==> config.mk <==
export PLATFORM = sky130hd
export DESIGN_NAME = pwdb_csr
export DESIGN_NICKNAME = d
export VERILOG_FILES = /design/src/rtl/core/pwdb_pkg.sv /design/src/rtl/core/pwdb_csr.sv
export SDC_FILE = /design/constraint.sdc
export NUM_CORES = 1
export LEC_CHECK = 0
export ABC_AREA = 1
export BUFFER_PORTS_ARGS = -buffer_cell sky130_fd_sc_hd__buf_2
export CORE_ASPECT_RATIO = 0.7
export CORE_UTILIZATION = 46
export CTS_CLUSTER_DIAMETER = 50
export DETAILED_ROUTE_END_ITERATION = 7
export PLACE_DENSITY = 0.76
export SYNTH_ARGS = -nofsm -noshare
export SYNTH_HDL_FRONTEND = slang
export SYNTH_SLANG_ARGS = --single-unit
==> constraint.sdc <==
create_clock -name clock -period 1 [get_ports clock]
set_input_delay 0.05 -clock clock [delete_from_list [all_inputs] [get_ports clock]]
set_output_delay 0.05 -clock clock [all_outputs]
set_load 0.02 [all_outputs]
==> src/rtl/core/pwdb_pkg.sv <==
// Shared constants, register map and configuration bundle for the PID block.
package pwdb_pkg;

   // Register field width and configuration bus geometry
   localparam int CFG_W       = 16;
   localparam int DATA_W      = 32;
   localparam int ADDR_W      = 5;
   localparam int DRIVE_W     = 17;

   // Defaults for the top-level parameters
   localparam int SAMPLE_WIDTH_DEF   = 16;
   localparam int GAIN_FRAC_BITS_DEF = 8;

   // Register indexes (word address)
   localparam logic [2:0] REG_SETPOINT     = 3'd0;
   localparam logic [2:0] REG_GAIN_P       = 3'd1;
   localparam logic [2:0] REG_GAIN_I       = 3'd2;
   localparam logic [2:0] REG_GAIN_D       = 3'd3;
   localparam logic [2:0] REG_DEAD_ZONE    = 3'd4;
   localparam logic [2:0] REG_INTEGRAL_CAP = 3'd5;
   localparam logic [2:0] REG_OUTPUT_CAP   = 3'd6;

   // Unsigned gains and limits handed from the register file to the datapath
   typedef struct packed {
      logic [CFG_W-1:0] gain_p;
      logic [CFG_W-1:0] gain_i;
      logic [CFG_W-1:0] gain_d;
      logic [CFG_W-1:0] dead_zone;
      logic [CFG_W-1:0] integral_cap;
      logic [CFG_W-1:0] output_cap;
   } cfg_type;

endpackage

==> src/rtl/core/pwdb_csr.sv <==
// APB-style configuration register file for the PID block.
module pwdb_csr
   import pwdb_pkg::*;
#(
   parameter int SAMPLE_WIDTH = SAMPLE_WIDTH_DEF
) (
   input  logic                           clock,
   input  logic                           reset,
   input  logic                           psel,
   input  logic                           penable,
   input  logic                           pwrite,
   input  logic [ADDR_W-1:0]              paddr,
   input  logic [DATA_W-1:0]              pwdata,
   output logic [DATA_W-1:0]              prdata,
   output logic signed [SAMPLE_WIDTH-1:0] setpoint,
   output cfg_type                        cfg
);

   logic signed [SAMPLE_WIDTH-1:0] setpoint_ff;
   cfg_type                        cfg_ff;
   logic [2:0]                     index;
   logic                           wr_en;

   assign index = paddr[ADDR_W-1:2];
   assign wr_en = psel & penable & pwrite;

   // Register writes; unknown indexes are dropped
   always_ff @(posedge clock) begin
      if (reset) begin
         setpoint_ff <= '0;
         cfg_ff      <= '0;
      end else if (wr_en) begin
         unique case (index)
            REG_SETPOINT:     setpoint_ff         <= pwdata[SAMPLE_WIDTH-1:0];
            REG_GAIN_P:       cfg_ff.gain_p       <= pwdata[CFG_W-1:0];
            REG_GAIN_I:       cfg_ff.gain_i       <= pwdata[CFG_W-1:0];
            REG_GAIN_D:       cfg_ff.gain_d       <= pwdata[CFG_W-1:0];
            REG_DEAD_ZONE:    cfg_ff.dead_zone    <= pwdata[CFG_W-1:0];
            REG_INTEGRAL_CAP: cfg_ff.integral_cap <= pwdata[CFG_W-1:0];
            REG_OUTPUT_CAP:   cfg_ff.output_cap   <= pwdata[CFG_W-1:0];
            default: ;
         endcase
      end
   end

   // Read-back mux, setpoint sign-extended
   always_comb begin
      unique case (index)
         REG_SETPOINT:     prdata = DATA_W'(setpoint_ff);
         REG_GAIN_P:       prdata = DATA_W'(cfg_ff.gain_p);
         REG_GAIN_I:       prdata = DATA_W'(cfg_ff.gain_i);
         REG_GAIN_D:       prdata = DATA_W'(cfg_ff.gain_d);
         REG_DEAD_ZONE:    prdata = DATA_W'(cfg_ff.dead_zone);
         REG_INTEGRAL_CAP: prdata = DATA_W'(cfg_ff.integral_cap);
         REG_OUTPUT_CAP:   prdata = DATA_W'(cfg_ff.output_cap);
         default:          prdata = '0;
      endcase
   end

   assign setpoint = setpoint_ff;
   assign cfg      = cfg_ff;

endmodule

* After elaboration in Yosys (flattened, before gate mapping) *
Index checks and enable logic that the tools add are counted.

cells by class
  reduce and logical (&&, ||, !) cells = 8
  bitwise gates (word level) = 2
  mux-type cells = 1
  eq/ne operators = 6

operators by type and width
  operator                                                         number
  32-bit one-hot mux with 7 select lines                           1
  2-bit AND reduction                                              7
  3-bit == test, second input constant                             3
  3-bit by 2-bit == test with 1-bit output, second input constant  2
  3-bit by 1-bit == test with 1-bit output, second input constant  1
  3-bit zero test                                                  1
  1-bit AND                                                        2

word-level totals
  input bits = 42
  flip-flop bits (word level) = 112
  word-level logic and storage cells = 24

* Depth between registers and ports, before layout *
  depth in word-level cells = 3
  depth in mapped cells = 8
  gate-level depth less buffers = 6

* Worst setup path before layout *
No wires, ideal clock.

  path kind = register to output
  from = register setpoint_ff[15] (netlist: setpoint[15])
  to = output port prdata[17]
  cell stages (with the launch flop) = 4
  slack = -0.210 ns
  required time = 0.950 ns
  buffers on the path = 1
  arrival time = 1.160 ns
  cells stage by stage = dfxtp_1 -> nand3_1 -> inv_1 -> buf_4

on the way
  longest elaborated chain between the ends = 1

ends and longest elaborated chain
  item                                    line            RTL
  start, declared                         pwdb_csr.sv:19  logic signed [SAMPLE_WIDTH-1:0] setpoint_ff;
  start signal, assigned                  pwdb_csr.sv:34  REG_SETPOINT: setpoint_ff <= pwdata[SAMPLE_WIDTH-1:0];
  32-bit one-hot mux with 7 select lines  pwdb_csr.sv:48  unique case (index)
  end, declared                           pwdb_csr.sv:14  output logic [DATA_W-1:0] prdata,

No other way between the ends.

* Worst setup path after layout *
  from = register cfg_ff (netlist bit cfg[29])
  to = output port prdata[13]

on the way
  longest elaborated chain between the ends = 1

ends and longest elaborated chain
  item                                    line            RTL
  start, declared                         pwdb_csr.sv:20  cfg_type cfg_ff;
  32-bit one-hot mux with 7 select lines  pwdb_csr.sv:48

No other way between the ends.

==> insert_results.sql <==
INSERT INTO impl_metrics (metric_group, metric, value, unit) VALUES
('run_status', 'run_status', 'complete, but fails checks', ''),
('run_status', 'violations', 'negative setup slack', ''),
('floorplanning', 'design.portCount', '186', ''),
('timing', 'rsz_0062_raised_after_global_routing', 'true', ''),
('timing', 'report.final.slew_viol_count', '0', ''),
('route', 'viasPerCell', '5.36', ''),
('timing', 'timing.setup.tns', '-8710', 'ps'),
('synthesis', 'synthesis.instances', '907', ''),
('global_route', 'grt_pass1_vias', '6049', ''),
('job', 'count_of_max_cap_constraint_violations', '0', ''),
('power', 'portion_of_total_power_attributed_to_combinational_logic', '0.153', ''),
('global_route', 'globalRouteTotalUtil', '0.360', ''),
('synthesis', 'total_standard_cell_area_after_synthesis', '5800', 'um2'),
('global_route', 'overflow_after_grt', '0', ''),
('route', 'detail_route.first_pass.iterations', '5', ''),
('timing', 'worst_pin_slew', '321', 'ps'),
('finish', 'fill_cells', '879', ''),
('route', 'drtAntennaViolNets', '0', ''),
('route', 'route.detailed.wl_per_inst', '18.1', 'um'),
('floorplanning', 'placement_rows', '33', ''),
('placement', 'postPlaceCellArea', '7610', 'um2'),
('global_route', 'grt_use_met1', '0.491', ''),
('route', 'wl', '23400', 'um'),
('timing', 'layout_setup_ws', '-318', 'ps'),
('global_route', 'grt.busiest_layer', 'met2', ''),
('timing', 'achievable-frequency', '759', 'MHz'),
('setup_path', 'cp-start-kind', 'flop', ''),
('synthesis', 'synth_fp_nets', '949', ''),
('placement', 'preCtsSetupSlack', '-228', 'ps'),
('finish', 'layout_common_cells', 'nor2_1, nand2_1, buf_6, nand3_1, buf_2', ''),
('power', 'total_leakage_power', '4.28', 'nW'),
('setup_path', 'worst_ep_required_time', '950', 'ps'),
('finish', 'final_cell_area', '9030', 'um2'),
('setup_path', 'worstPathMaxFanout', '2', ''),
('setup_path', 'critical_path_at', '1270', 'ps'),
('floorplanning', 'core-area', '12000', 'um2'),
('finish', 'multiInputGateArea', '3090', 'um2'),
('placement', 'gp_congestion', '1.02', ''),
('floorplanning', 'die-height', '95.9', 'um'),
('power', 'register_share_of_total_power', '0.476', ''),
('floorplanning', 'die_width', '136', 'um'),
('synthesis', 'yosys_register_bits', '112', ''),
('hold_path', 'hold_class', 'in2reg', ''),
('clocking', 'cts_hold_buffers', '0', ''),
('timing', 'setup_viol_count_final', '37', ''),
('global_route', 'grt_first_pass_wirelength', '34000', 'um'),
('power', 'clockPowerShare', '0.371', ''),
('synthesis', 'synth.yosys.seq_area_share', '0.387', ''),
('setup_path', 'cp_cell_sequence', 'nand4_1 > nand2_1 > nor2_2 > nand2_1 > buf_6', ''),
('finish', 'stdcell_count', '1296', ''),
('placement', 'hpwlAfterDp', '15600', 'um'),
('power', 'netSwitchingPower', '2.65', 'mW'),
('finish', 'final_layout_size_suffix_gt1_frac', '0.400', ''),
('route', 'vias', '6952', ''),
('clocking', 'clkTransAtPathRegs', '70', 'ps'),
('clocking', 'clock_latency', '360', 'ps'),
('global_route', 'grt_start_max_net_pins', '52', ''),
('global_route', 'met3_usage', '0.105', ''),
('clocking', 'cts-buffers-inserted', '9', ''),
('timing', 'timing.final.crit_share', '1.32', ''),
('power', 'power_per_cell_area', '1060', 'nW/um2'),
('finish', 'area.sequential', '2360', 'um2'),
('clocking', 'cts_max_path_buffers', '2', ''),
('setup_path', 'critical_path.max_stage_delay', '340', 'ps'),
('timing', 'final_hold_viol_count', '0', ''),
('finish', 'area_growth_syn_to_layout', '55.7', '%'),
('setup_path', 'criticalPathCategory', 'reg2out', ''),
('placement', 'placed_cells_incl_taps', '1260', ''),
('timing', 'worst_clock_skew', '0', 'ps'),
('finish', 'mostFrequentLayoutCell', 'nor2_1', ''),
('power', 'int_pwr', '6.94', 'mW');
[routing by layer]
layer  up-vias  wire length [um]  part of all wire
li1       3292                 -                 -
met1      3171              9860              0.42
met2       441             10200              0.44
met3        48              2780              0.12
met4         0               593             0.025
met5         -                 0                 0
[sequential cells by signal, indices dropped and copies added (netlist names)]
name,flops
cfg,96
setpoint,16
[cell families after synthesis]
kind of cell	synth area share
DFF	0.387
and+or+nand+nor	0.506
buffers and inverters	0.107
[final timing paths]
path,from,end,slack [ps],depth (start not counted)
worst max register to register,cfg[66]$_SDFFE_PP0P_,cfg[66]$_SDFFE_PP0P_,170,4
worst min-delay path,reset,setpoint[6]$_SDFFE_PP0P_,140,5
worst max-delay path,cfg[29]$_SDFFE_PP0P_,prdata[13],-320,5
worst min register to register,cfg[20]$_SDFFE_PP0P_,cfg[20]$_SDFFE_PP0P_,500,2
[timing repair]
| item | CTS | global route |
|---|---|---|
| endpoints found under the setup margin | 85 | 86 |
| pin swaps | 75 | 21 |
| endpoints found under the hold margin | 0 | 0 |
| buffers inserted | 18 | 7 |
| cloned | 1 | 0 |
| resized for setup | 293 | 61 |
[critical path, delay by kind of cell (launching register included)]
kind,cells,cell delay [ps]
simple gates,4,430
flops,1,340
buf+inv,1,140
[layout make-up]
type	instances	area share
multi-input cells	681	0.342
repair buffers	291	0.326
repair inverters	1	0.000831
well taps	157	0.0217
inverters	38	0.0162
clock buffers	12	0.0284
flip-flops and latches	112	0.261
clock inverters	4	0.00319
[per-stage QoR]
stage	power, mW	hold WS [ps]	util
floorplan	5.34	323	-
global placement	5.96	490	0.636
detailed placement	5.97	494	0.636
CTS	9.49	130	0.738
global route	9.82	167	0.754
finish	9.59	144	0.754
[power by group through the flow]
stage	combinational, mW	clock, mW	sequential [mW]
2_1_floorplan	0.617	0	4.73
3_3_place_gp	1.30	0	4.67
3_5_place_dp	1.31	0	4.67
4_1_cts	1.40	3.52	4.57
5_1_grt	1.55	3.71	4.57
6_report	1.47	3.56	4.57
[cells in the mapped netlist]
| cell type | n | area share |
|---|---|---|
| nand3_1 | 96 | 0.083 |
| buf_4 | 32 | 0.041 |
| nand4_1 | 48 | 0.052 |
| nor2_1 | 272 | 0.18 |
| inv_2 | 4 | 0.0026 |
| nand2_1 | 244 | 0.16 |
| buf_6 | 6 | 0.012 |
| nand3_2 | 5 | 0.0086 |
| nor2_2 | 2 | 0.0022 |
| nor2_4 | 11 | 0.021 |
| dfxtp_1 | 112 | 0.39 |
| buf_2 | 24 | 0.021 |
| nand3_4 | 1 | 0.0030 |
| clkbuf_1 | 10 | 0.0065 |
| nand2_2 | 2 | 0.0022 |
| buf_1 | 4 | 0.0026 |
| inv_1 | 34 | 0.022 |
Power figures use the tool's default switching activity.
